<file path="src/design/assert_macros.svh">
// assertion helpers shared by the queue unit
`ifndef ASSERT_MACROS_SVH
`define ASSERT_MACROS_SVH
`ifndef SYNTH
// property must hold at every clock edge outside reset
`define SSWQ_ASSERT(lbl, clk, rst_n, prop, msg) \
  lbl: assert property (@(posedge clk) disable iff (!rst_n) (prop)) else $error(msg);
// expression must never be true outside reset
`define SSWQ_NEVER(lbl, clk, rst_n, expr, msg) \
  lbl: assert property (@(posedge clk) disable iff (!rst_n) !(expr)) else $error(msg);
`else
`define SSWQ_ASSERT(lbl, clk, rst_n, prop, msg)
`define SSWQ_NEVER(lbl, clk, rst_n, expr, msg)
`endif
`endif

</file>
<file path="src/design/sswq_pkg.sv">
`default_nettype none
package sswq_pkg;

  localparam int unsigned QUEUE_DEPTH = 16;
  localparam int unsigned TICK_W      = 48;
  localparam int unsigned ID_W        = 8;
  localparam int unsigned DUR_W       = 32;

  localparam logic [TICK_W-1:0] TICK_MAX = {TICK_W{1'b1}};

  // action codes
  localparam logic ACT_SLEEP = 1'b0;
  localparam logic ACT_TICK  = 1'b1;

  typedef struct packed {
    logic             action;
    logic [ID_W-1:0]  thread_id;
    logic [DUR_W-1:0] sleep_ticks;
  } in_item_t;

  typedef struct packed {
    logic              woken_valid;
    logic [ID_W-1:0]   woken_thread;
    logic              last_result;
    logic              queue_full_reject;
    logic [TICK_W-1:0] current_tick;
  } out_item_t;

  typedef struct packed {
    logic [TICK_W-1:0] deadline;
    logic [ID_W-1:0]   id;
  } entry_t;

  // read address source, relative to the queue head
  typedef enum logic [1:0] {
    RD_POS,
    RD_POS_DEC,
    RD_HEAD0,
    RD_HEAD1
  } rd_sel_t;

  typedef enum logic [1:0] {
    WR_NONE,
    WR_SHIFT,
    WR_NEW_NEXT,
    WR_NEW_HERE
  } wr_op_t;

  typedef enum logic [2:0] {
    EMIT_NONE,
    EMIT_EMPTY,
    EMIT_REJECT,
    EMIT_PEND,
    EMIT_RD
  } emit_t;

  typedef struct packed {
    logic    load;
    rd_sel_t rd_sel;
    logic    pos_dec;
    wr_op_t  wr_op;
    logic    count_inc;
    logic    pop;
    logic    pend_load;
    emit_t   emit;
    logic    emit_last;
  } dp_cmd_t;

  typedef struct packed {
    logic full;
    logic empty;
    logic one_left;
    logic pos_zero;
    logic later;
    logic due;
  } dp_sts_t;

endpackage
`default_nettype wire

</file>
<file path="src/design/sorted_sleep_wakeup_queue_unit.sv">
`default_nettype none
// sorted sleep/wakeup queue: a saturating 48-bit tick counter plus up to
// QUEUE_DEPTH sleeping thread ids held in deadline order in one ram.
// an item is taken when start is high and busy is low; every result beat
// appears for exactly one cycle with out_strobe high and the receiver
// cannot stall it, so it must take each beat as it comes.
// a sleep item gives one beat; it scans from the queue tail towards the
// head, one entry per cycle over the ram's one read port and one write
// port, moving each entry that is due later one slot up; an empty or
// full queue is answered without a scan. busy stays high until the item
// is done. a tick item releases due entries from the head, one beat per
// cycle, until it meets an entry that is not yet due or the queue runs
// empty. the result beat is registered and appears in the cycle after
// the controller decides it.
module sorted_sleep_wakeup_queue_unit #(
  parameter int unsigned QUEUE_DEPTH = sswq_pkg::QUEUE_DEPTH
) (
  input  wire logic                clk,
  input  wire logic                rst_n,
  input  wire logic                start,
  output logic                     busy,
  input  wire sswq_pkg::in_item_t  in_item,
  output logic                     out_strobe,
  output sswq_pkg::out_item_t      out_item
);

  // command and status bundles between controller and datapath
  sswq_pkg::dp_cmd_t cmd;
  sswq_pkg::dp_sts_t sts;

  // controller: sequences insert scans and release bursts
  sswq_ctrl u_ctrl (
    .clk       (clk),
    .rst_n     (rst_n),
    .start     (start),
    .in_action (in_item.action),
    .sts       (sts),
    .cmd       (cmd),
    .busy      (busy)
  );

  // datapath: counter, queue ram with head pointer, result register
  sswq_datapath #(
    .DEPTH (QUEUE_DEPTH)
  ) u_datapath (
    .clk        (clk),
    .rst_n      (rst_n),
    .in_item    (in_item),
    .cmd        (cmd),
    .sts        (sts),
    .out_strobe (out_strobe),
    .out_item   (out_item)
  );

endmodule
`default_nettype wire

</file>
<file path="src/design/sswq_ram.sv">
`default_nettype none
module sswq_ram #(
  parameter int unsigned WIDTH = 8,
  parameter int unsigned DEPTH = 16
) (
  input  wire logic                     clk,
  input  wire logic                     wr_en,
  input  wire logic [$clog2(DEPTH)-1:0] wr_addr,
  input  wire logic [WIDTH-1:0]         wr_data,
  input  wire logic [$clog2(DEPTH)-1:0] rd_addr,
  output logic      [WIDTH-1:0]         rd_data
);

  logic [WIDTH-1:0] mem [DEPTH];

  always_ff @(posedge clk) begin
    if (wr_en) begin
      mem[wr_addr] <= wr_data;
    end
    rd_data <= mem[rd_addr];
  end

endmodule
`default_nettype wire

</file>
<file path="src/design/sswq_datapath.sv">
`default_nettype none
`include "assert_macros.svh"
module sswq_datapath #(
  parameter int unsigned DEPTH = sswq_pkg::QUEUE_DEPTH
) (
  input  wire logic                clk,
  input  wire logic                rst_n,
  input  wire sswq_pkg::in_item_t  in_item,
  input  wire sswq_pkg::dp_cmd_t   cmd,
  output sswq_pkg::dp_sts_t        sts,
  output logic                     out_strobe,
  output sswq_pkg::out_item_t      out_item
);

  localparam int unsigned AW    = $clog2(DEPTH);
  localparam int unsigned CW    = $clog2(DEPTH + 1);
  localparam int unsigned SW    = CW + 1;
  localparam int unsigned PAD_W = sswq_pkg::TICK_W + 1 - sswq_pkg::DUR_W;

  logic [sswq_pkg::TICK_W-1:0] tick_r, tick_nxt;
  logic [sswq_pkg::TICK_W-1:0] dl_r, dl_nxt;
  logic [sswq_pkg::ID_W-1:0]   id_r, id_nxt;
  logic [sswq_pkg::ID_W-1:0]   pend_r, pend_nxt;
  logic [AW-1:0]               head_r, head_nxt;
  logic [CW-1:0]               count_r, count_nxt;
  logic [CW-1:0]               pos_r, pos_nxt;
  logic                        out_valid_r, out_valid_nxt;
  sswq_pkg::out_item_t         out_item_r, out_item_nxt;

  logic [sswq_pkg::TICK_W:0]   dl_sum;
  logic                        wr_en;
  logic [AW-1:0]               wr_addr;
  sswq_pkg::entry_t            wr_data;
  logic [AW-1:0]               rd_addr;
  sswq_pkg::entry_t            rd_data;

  // logical queue slot to ram address, head-relative with one wrap
  function automatic logic [AW-1:0] phys(input logic [AW-1:0] head,
                                         input logic [CW-1:0] lidx);
    logic [SW-1:0] sum;
    sum = {{(SW - AW){1'b0}}, head} + {1'b0, lidx};
    if (sum >= SW'(DEPTH)) begin
      sum = sum - SW'(DEPTH);
    end
    return sum[AW-1:0];
  endfunction

  sswq_ram #(
    .WIDTH ($bits(sswq_pkg::entry_t)),
    .DEPTH (DEPTH)
  ) u_ram (
    .clk     (clk),
    .wr_en   (wr_en),
    .wr_addr (wr_addr),
    .wr_data (wr_data),
    .rd_addr (rd_addr),
    .rd_data (rd_data)
  );

  always_comb begin
    tick_nxt      = tick_r;
    dl_nxt        = dl_r;
    id_nxt        = id_r;
    pend_nxt      = pend_r;
    head_nxt      = head_r;
    count_nxt     = count_r;
    pos_nxt       = pos_r;
    out_valid_nxt = 1'b0;
    out_item_nxt  = out_item_r;

    dl_sum = {1'b0, tick_r} + {{PAD_W{1'b0}}, in_item.sleep_ticks};

    if (cmd.load) begin
      id_nxt  = in_item.thread_id;
      dl_nxt  = dl_sum[sswq_pkg::TICK_W] ? sswq_pkg::TICK_MAX
                                         : dl_sum[sswq_pkg::TICK_W-1:0];
      pos_nxt = (count_r == '0) ? '0 : count_r - CW'(1);
      if (in_item.action == sswq_pkg::ACT_TICK && tick_r != sswq_pkg::TICK_MAX) begin
        tick_nxt = tick_r + sswq_pkg::TICK_W'(1);
      end
    end

    if (cmd.pos_dec) begin
      pos_nxt = pos_r - CW'(1);
    end

    if (cmd.count_inc) begin
      count_nxt = count_r + CW'(1);
    end else if (cmd.pop) begin
      count_nxt = count_r - CW'(1);
      head_nxt  = (head_r == AW'(DEPTH - 1)) ? '0 : head_r + AW'(1);
    end

    if (cmd.pend_load) begin
      pend_nxt = rd_data.id;
    end

    // result register, current_tick always shows the updated counter
    out_item_nxt.current_tick = tick_r;
    unique case (cmd.emit)
      sswq_pkg::EMIT_NONE: begin
        out_valid_nxt = 1'b0;
      end
      sswq_pkg::EMIT_EMPTY: begin
        out_valid_nxt                  = 1'b1;
        out_item_nxt.woken_valid       = 1'b0;
        out_item_nxt.woken_thread      = '0;
        out_item_nxt.last_result       = 1'b1;
        out_item_nxt.queue_full_reject = 1'b0;
      end
      sswq_pkg::EMIT_REJECT: begin
        out_valid_nxt                  = 1'b1;
        out_item_nxt.woken_valid       = 1'b0;
        out_item_nxt.woken_thread      = '0;
        out_item_nxt.last_result       = 1'b1;
        out_item_nxt.queue_full_reject = 1'b1;
      end
      sswq_pkg::EMIT_PEND: begin
        out_valid_nxt                  = 1'b1;
        out_item_nxt.woken_valid       = 1'b1;
        out_item_nxt.woken_thread      = pend_r;
        out_item_nxt.last_result       = cmd.emit_last;
        out_item_nxt.queue_full_reject = 1'b0;
      end
      sswq_pkg::EMIT_RD: begin
        out_valid_nxt                  = 1'b1;
        out_item_nxt.woken_valid       = 1'b1;
        out_item_nxt.woken_thread      = rd_data.id;
        out_item_nxt.last_result       = cmd.emit_last;
        out_item_nxt.queue_full_reject = 1'b0;
      end
      default: begin
        out_valid_nxt = 1'b0;
      end
    endcase
  end

  always_comb begin
    unique case (cmd.rd_sel)
      sswq_pkg::RD_POS:     rd_addr = phys(head_r, pos_r);
      sswq_pkg::RD_POS_DEC: rd_addr = phys(head_r, pos_r - CW'(1));
      sswq_pkg::RD_HEAD0:   rd_addr = head_r;
      sswq_pkg::RD_HEAD1:   rd_addr = phys(head_r, CW'(1));
      default:              rd_addr = head_r;
    endcase
  end

  always_comb begin
    wr_en   = 1'b0;
    wr_addr = phys(head_r, pos_r);
    wr_data = '{deadline: dl_r, id: id_r};
    unique case (cmd.wr_op)
      sswq_pkg::WR_NONE: begin
        wr_en = 1'b0;
      end
      sswq_pkg::WR_SHIFT: begin
        wr_en   = 1'b1;
        wr_addr = phys(head_r, pos_r + CW'(1));
        wr_data = rd_data;
      end
      sswq_pkg::WR_NEW_NEXT: begin
        wr_en   = 1'b1;
        wr_addr = phys(head_r, pos_r + CW'(1));
      end
      sswq_pkg::WR_NEW_HERE: begin
        wr_en = 1'b1;
      end
      default: begin
        wr_en = 1'b0;
      end
    endcase
  end

  always_ff @(posedge clk) begin
    if (!rst_n) begin
      tick_r      <= '0;
      head_r      <= '0;
      count_r     <= '0;
      out_valid_r <= 1'b0;
    end else begin
      tick_r      <= tick_nxt;
      head_r      <= head_nxt;
      count_r     <= count_nxt;
      out_valid_r <= out_valid_nxt;
    end
    dl_r       <= dl_nxt;
    id_r       <= id_nxt;
    pend_r     <= pend_nxt;
    pos_r      <= pos_nxt;
    out_item_r <= out_item_nxt;
  end

  assign sts.full     = (count_r == CW'(DEPTH));
  assign sts.empty    = (count_r == '0);
  assign sts.one_left = (count_r == CW'(1));
  assign sts.pos_zero = (pos_r == '0);
  assign sts.later    = (rd_data.deadline > dl_r);
  assign sts.due      = (rd_data.deadline <= tick_r);

  assign out_strobe = out_valid_r;
  assign out_item   = out_item_r;

  `SSWQ_NEVER(a_count_range, clk, rst_n, count_r > CW'(DEPTH), "entry count beyond depth")
  `SSWQ_ASSERT(a_pop_nonempty, clk, rst_n, cmd.pop |-> count_r != '0, "pop on empty queue")
  `SSWQ_ASSERT(a_wr_not_full, clk, rst_n, cmd.wr_op != sswq_pkg::WR_NONE |-> !sts.full, "write into full queue")
  `SSWQ_NEVER(a_wake_reject, clk, rst_n, out_valid_r && out_item_r.woken_valid && out_item_r.queue_full_reject, "wake and reject together")

endmodule
`default_nettype wire

</file>
<file path="src/design/sswq_ctrl.sv">
`default_nettype none
`include "assert_macros.svh"
module sswq_ctrl (
  input  wire logic              clk,
  input  wire logic              rst_n,
  input  wire logic              start,
  input  wire logic              in_action,
  input  wire sswq_pkg::dp_sts_t sts,
  output sswq_pkg::dp_cmd_t      cmd,
  output logic                   busy
);

  typedef enum logic [2:0] {
    ST_IDLE,
    ST_SLEEP_START,
    ST_INS_SCAN,
    ST_INS_PUT,
    ST_TICK_START,
    ST_TICK_FIRST,
    ST_TICK_SCAN,
    ST_TICK_FLUSH
  } state_t;

  state_t state_r, state_nxt;
  logic   busy_r, busy_nxt;

  always_comb begin
    state_nxt     = state_r;
    cmd.load      = 1'b0;
    cmd.rd_sel    = sswq_pkg::RD_POS;
    cmd.pos_dec   = 1'b0;
    cmd.wr_op     = sswq_pkg::WR_NONE;
    cmd.count_inc = 1'b0;
    cmd.pop       = 1'b0;
    cmd.pend_load = 1'b0;
    cmd.emit      = sswq_pkg::EMIT_NONE;
    cmd.emit_last = 1'b0;

    unique case (state_r)
      ST_IDLE: begin
        if (start) begin
          cmd.load  = 1'b1;
          state_nxt = (in_action == sswq_pkg::ACT_TICK) ? ST_TICK_START : ST_SLEEP_START;
        end
      end
      ST_SLEEP_START: begin
        if (sts.full) begin
          cmd.emit  = sswq_pkg::EMIT_REJECT;
          state_nxt = ST_IDLE;
        end else if (sts.empty) begin
          cmd.wr_op     = sswq_pkg::WR_NEW_HERE;
          cmd.count_inc = 1'b1;
          cmd.emit      = sswq_pkg::EMIT_EMPTY;
          state_nxt     = ST_IDLE;
        end else begin
          cmd.rd_sel = sswq_pkg::RD_POS;
          state_nxt  = ST_INS_SCAN;
        end
      end
      ST_INS_SCAN: begin
        if (sts.later) begin
          cmd.wr_op = sswq_pkg::WR_SHIFT;
          if (sts.pos_zero) begin
            state_nxt = ST_INS_PUT;
          end else begin
            cmd.rd_sel  = sswq_pkg::RD_POS_DEC;
            cmd.pos_dec = 1'b1;
          end
        end else begin
          cmd.wr_op     = sswq_pkg::WR_NEW_NEXT;
          cmd.count_inc = 1'b1;
          cmd.emit      = sswq_pkg::EMIT_EMPTY;
          state_nxt     = ST_IDLE;
        end
      end
      ST_INS_PUT: begin
        cmd.wr_op     = sswq_pkg::WR_NEW_HERE;
        cmd.count_inc = 1'b1;
        cmd.emit      = sswq_pkg::EMIT_EMPTY;
        state_nxt     = ST_IDLE;
      end
      ST_TICK_START: begin
        if (sts.empty) begin
          cmd.emit  = sswq_pkg::EMIT_EMPTY;
          state_nxt = ST_IDLE;
        end else begin
          cmd.rd_sel = sswq_pkg::RD_HEAD0;
          state_nxt  = ST_TICK_FIRST;
        end
      end
      ST_TICK_FIRST: begin
        if (sts.due) begin
          cmd.pop = 1'b1;
          if (sts.one_left) begin
            cmd.emit      = sswq_pkg::EMIT_RD;
            cmd.emit_last = 1'b1;
            state_nxt     = ST_IDLE;
          end else begin
            cmd.pend_load = 1'b1;
            cmd.rd_sel    = sswq_pkg::RD_HEAD1;
            state_nxt     = ST_TICK_SCAN;
          end
        end else begin
          cmd.emit  = sswq_pkg::EMIT_EMPTY;
          state_nxt = ST_IDLE;
        end
      end
      ST_TICK_SCAN: begin
        cmd.emit = sswq_pkg::EMIT_PEND;
        if (sts.due) begin
          cmd.pend_load = 1'b1;
          cmd.pop       = 1'b1;
          if (sts.one_left) begin
            state_nxt = ST_TICK_FLUSH;
          end else begin
            cmd.rd_sel = sswq_pkg::RD_HEAD1;
          end
        end else begin
          cmd.emit_last = 1'b1;
          state_nxt     = ST_IDLE;
        end
      end
      ST_TICK_FLUSH: begin
        cmd.emit      = sswq_pkg::EMIT_PEND;
        cmd.emit_last = 1'b1;
        state_nxt     = ST_IDLE;
      end
      default: begin
        state_nxt = ST_IDLE;
      end
    endcase

    busy_nxt = (state_nxt != ST_IDLE);
  end

  always_ff @(posedge clk) begin
    if (!rst_n) begin
      state_r <= ST_IDLE;
      busy_r  <= 1'b0;
    end else begin
      state_r <= state_nxt;
      busy_r  <= busy_nxt;
    end
  end

  assign busy = busy_r;

  `SSWQ_ASSERT(a_busy_state, clk, rst_n, busy_r == (state_r != ST_IDLE), "busy out of step with state")
  `SSWQ_NEVER(a_inc_and_pop, clk, rst_n, cmd.count_inc && cmd.pop, "insert and release together")
  `SSWQ_ASSERT(a_last_to_idle, clk, rst_n, (cmd.emit != sswq_pkg::EMIT_NONE && (cmd.emit_last || cmd.emit == sswq_pkg::EMIT_EMPTY || cmd.emit == sswq_pkg::EMIT_REJECT)) |=> state_r == ST_IDLE, "final beat not closing the item")

endmodule
`default_nettype wire

</file>
<file path="config.mk">
export PLATFORM = sky130hd
export DESIGN_NAME = sorted_sleep_wakeup_queue_unit
export DESIGN_NICKNAME = d
export VERILOG_FILES = /design/src/design/sswq_pkg.sv /design/src/design/sorted_sleep_wakeup_queue_unit.sv /design/src/design/sswq_ram.sv /design/src/design/sswq_datapath.sv /design/src/design/sswq_ctrl.sv
export VERILOG_INCLUDE_DIRS = /design/src /design/src/design
export SDC_FILE = /design/constraint.sdc
export NUM_CORES = 2
export LEC_CHECK = 0
export ABC_AREA = 1
export BUFFER_PORTS_ARGS = -buffer_cell sky130_fd_sc_hd__buf_2
export CAP_MARGIN = 10
export CORE_ASPECT_RATIO = 1.75
export CORE_MARGIN = 5
export CORE_UTILIZATION = 45
export DETAILED_ROUTE_END_ITERATION = 7
export SYNTH_ARGS = -nofsm -noshare
export SYNTH_HDL_FRONTEND = slang
export SYNTH_HIERARCHICAL = 1
export SYNTH_SLANG_ARGS = --single-unit
</file>
<file path="constraint.sdc">
create_clock -name clk -period 14.8 [get_ports clk]
set_input_delay 3.7 -clock clk [delete_from_list [all_inputs] [get_ports clk]]
set_output_delay 3.7 -clock clk [all_outputs]
set_load 0.05 [all_outputs]
</file>
==> impl_results.md <==
- Synth Register Bits: 1142
- Hold WC Path Type: register to register
- IO Pins: 105
- Core Region: 0.121 mm2
- Layout cells sized above 1: 7.40%
- DR DRC count: 0
- Leak: 26.0 nW
- 1st-pass router iterations: 7
- Number of port buffers: 104
- Fmax: 137 MHz
- Total power: 8.36 mW
- CP Max Fanout: 180
- # hold bufs at CTS: 0
- Cell with the most instances after synthesis: nand2_1
- Seq/Total Area, Yosys: 59.8%
- Largest family of logic cells by synthesized area: simple AND/OR/NAND/NOR gates
- Clk_lat worst skew: 0.72 ns
- Routed Antenna Nets: 0
- Routed vias: 40000
- Maximum VDD drop: 0.0940 mV
- Multi-input gate area: 0.0167 mm2
- Gr ovfl total: 0
- Vias in the first global route: 38400
- Setup crit end kind: register
- Yosys cell types: 48
- Detailed-route vias per instance: 5.21
- # fillers: 11300
- GRT Overall Usage: 24.5%
- Adder-Cell Fraction of Synth Area: 3.54%
- Post-synthesis mux area share: 0.163%
- Synth Area per Inst: 9.27 um2
- Synth Area in Compound Gates: 2.47%
- Power share of the combinational group: 20.2%
- Fin util: 49.6%
- First-pass GRT wire length: 239000 um
- Setup TNS: 0 ns
- Switching power: 2.56 mW
- H-tree Lvls: 3
- Fin. max-slew vios: 0
- Yosys top cell by area: edfxtp_1
- Synth top area share: 53.7%
- Post_cts resized: 0
- Async set-reset flop share out of synthesis: 0%
- Syn Nets: 6078
- CP Class: register to register
- DP Area: 0.0565 mm2
- Internal power: 5.80 mW
- Critical Path AT: 7.88 ns
- Initial core utilization: 45.1%
- Post-synth EDFFs: 976
- Die area: 0.129 mm2
- DIE HEIGHT: 471 um
- Sink Count: 1142
- Relative slew slack: 21.8%
- FF/Latch Area: 0.0326 mm2
- Max clock buf depth: 3
- Status: finished clean
- Sequential share of power: 46.7%
- Pwr dens: 139 mW/mm2
- Detail Placement HPWL: 99800 um
- Clk_skew: 0.0470 ns
- Clk slew on worst S/H paths: 0.08 ns
- Top_reg_cell synth: edfxtp_1
- DP Cell Count: 7472
- Gpl congestion: 1.04
- Setup Viol. Count Final: 0
- Finished Layout Cells: 7669
- Mapped Cells: 5882
- Largest net degree at the start of global routing: 217
- Detailed-route wire length: 161000 um
- Startpoint Class: register
- Area Growth Syn to Fin: 9.90%
- Synth area leaders: edfxtp_1 (54%), nand2_1 (13%), nand3_1 (7.3%), inv_1 (7.0%), dfxtp_1 (6.1%)
- Tcrit/Tclk final: 49.4%
- CTS root buf: clkbuf_16
- Final #Nets: 6151
- RSZ-0062 raised after global routing: no
- Die width: 273 um
- Crit path time final: 7.31 ns
- Synth top cells by count: nand2_1 (1893), inv_1 (1022), edfxtp_1 (976)
- TritonCTS clock tree: built
- Finished Cell Area: 0.0599 mm2
- Post-CTS Setup Repair Bufs: 0
- Wirelength per Cell: 21.0 um
- Fraction of power spent switching nets: 30.7%
- Synth warn: 6
- Worst-margin pin slew: 1.17 ns
- DR iter-0 viols: 3449
- Final Hold Fails: 0
- Data required time at the worst endpoint: 15.37 ns
- Initial antenna violation count: 2
- CTS Buf Count: 103
- Max cap viols: 0
- Mapped cell area: 0.0545 mm2
- Row cnt: 169
- XOR/XNOR Fraction of Synth Area: 1.04%
- Simple-gate area share of the yosys netlist: 23.2%
- Clk pwr share: 33.1%
[final timing paths]
| path | to | cells past startpoint | start | slack (ns) |
|---|---|---|---|---|
| worst max-delay path | u_datapath/u_ram/rd_data[16]$_DFF_P_ | 26 | u_datapath/tick_r[29]$_SDFFE_PN0P_ | 7.49 |
| worst min-delay path | u_datapath/out_item[47]$_DFF_P_ | 0 | u_datapath/tick_r[47]$_SDFFE_PN0P_ | 0.42 |
| worst max register to register | u_datapath/u_ram/rd_data[16]$_DFF_P_ | 26 | u_datapath/tick_r[29]$_SDFFE_PN0P_ | 7.49 |
| worst min register to register | u_datapath/out_item[47]$_DFF_P_ | 0 | u_datapath/tick_r[47]$_SDFFE_PN0P_ | 0.42 |
[through the flow]
stage	setup WS (ns)	hold slack [ns]
floorplan	8.97	0.326
CTS	7.40	0.409
detailed placement	7.47	0.397
global route	6.76	0.433
finish	7.49	0.421
global placement	7.55	0.382
[area by class of cell]
type                       count  area share, %
antenna                        1        0.00417
clock buffer                 140           4.75
clock inverter                54           1.04
inverter                    1029           6.48
multi-input combinational   3490           27.9
sequential                  1142           54.4
tap                         1624           3.39
timing repair buffer         189           1.98
[power groups by stage]
stage / clock network [mW] / logic (mW) / registers (mW)
final: 2.77 / 1.69 / 3.91
after global routing: 2.95 / 1.89 / 3.92
after CTS: 2.82 / 1.70 / 3.91
after detailed placement: 0 / 1.69 / 3.97
after global placement: 0 / 1.67 / 3.97
after floorplan: 0 / 1.21 / 3.91
[state kept, by name, summed over array words and instances (netlist names), 4 cells and up]
signal / cells
u_datapath/u_ram/mem: 896
u_datapath/out_item: 59
u_datapath/u_ram/rd_data: 56
u_datapath/dl_r: 48
u_datapath/tick_r: 48
u_datapath/id_r: 8
u_datapath/pend_r: 8
u_datapath/count_r: 5
u_datapath/pos_r: 5
u_datapath/head_r: 4
[kinds of logic (layout without fill, tap and decap cells)]
logic type | count (synthesis) | count (layout)
mux | 8 | 8
other cells | 0 | 1
compound gates | 241 | 241
simple gates | 3024 | 3024
xor+xnor | 65 | 65
buf+inv | 1250 | 1412
fa+ha+maj | 152 | 152
flops | 1142 | 1142
[per-layer routing]
metal	wire (um)	up-vias	global-route usage, %
li1	-	19000	-
met2	81500	1367	43.4
met1	61900	19200	29.7
met5	0	-	0
met3	8870	360	2.86
met4	8450	0	11.7
[worst max-delay path: stages, from the launching register on]
cell and delay, ns:
dfxtp_1 0.59, inv_1 0.15, ha_1 0.33, nand4_1 0.21, nor2_1 0.21, nand4_1 0.19, or3_1 0.41, nand2_1 0.22
nand2_1 0.08, inv_1 0.08, nand2_1 0.08, nand2_1 0.12, nand2_1 0.08, o21ai_0 0.37, nand2_1 0.15, nand2_1 0.10
ha_1 0.12, nand2_1 0.05, o311ai_2 0.22, buf_4 0.92, buf_4 0.90, buf_12 0.69, nand2_1 0.13, nand3_1 0.11
nand3_1 0.12, nand3_1 0.15, nand2_1 0.08
[cells in the final DEF (no fill, tap or decap), drive strengths merged, types with 17 or more instances in the layout]
cell type  Yosys  routed
edfxtp       976     976
o21ai         86      86
dfxtp        166     166
nand2       1907    1907
inv         1028    1029
ha           148     148
clkbuf        49     140
nand4         41      41
buf          172     189
nor2         237     237
a21oi        127     127
clkinv         1      40
nand3        802     802
xor2          58      58
or2           17      17
(Power assumes the default switching activity.)
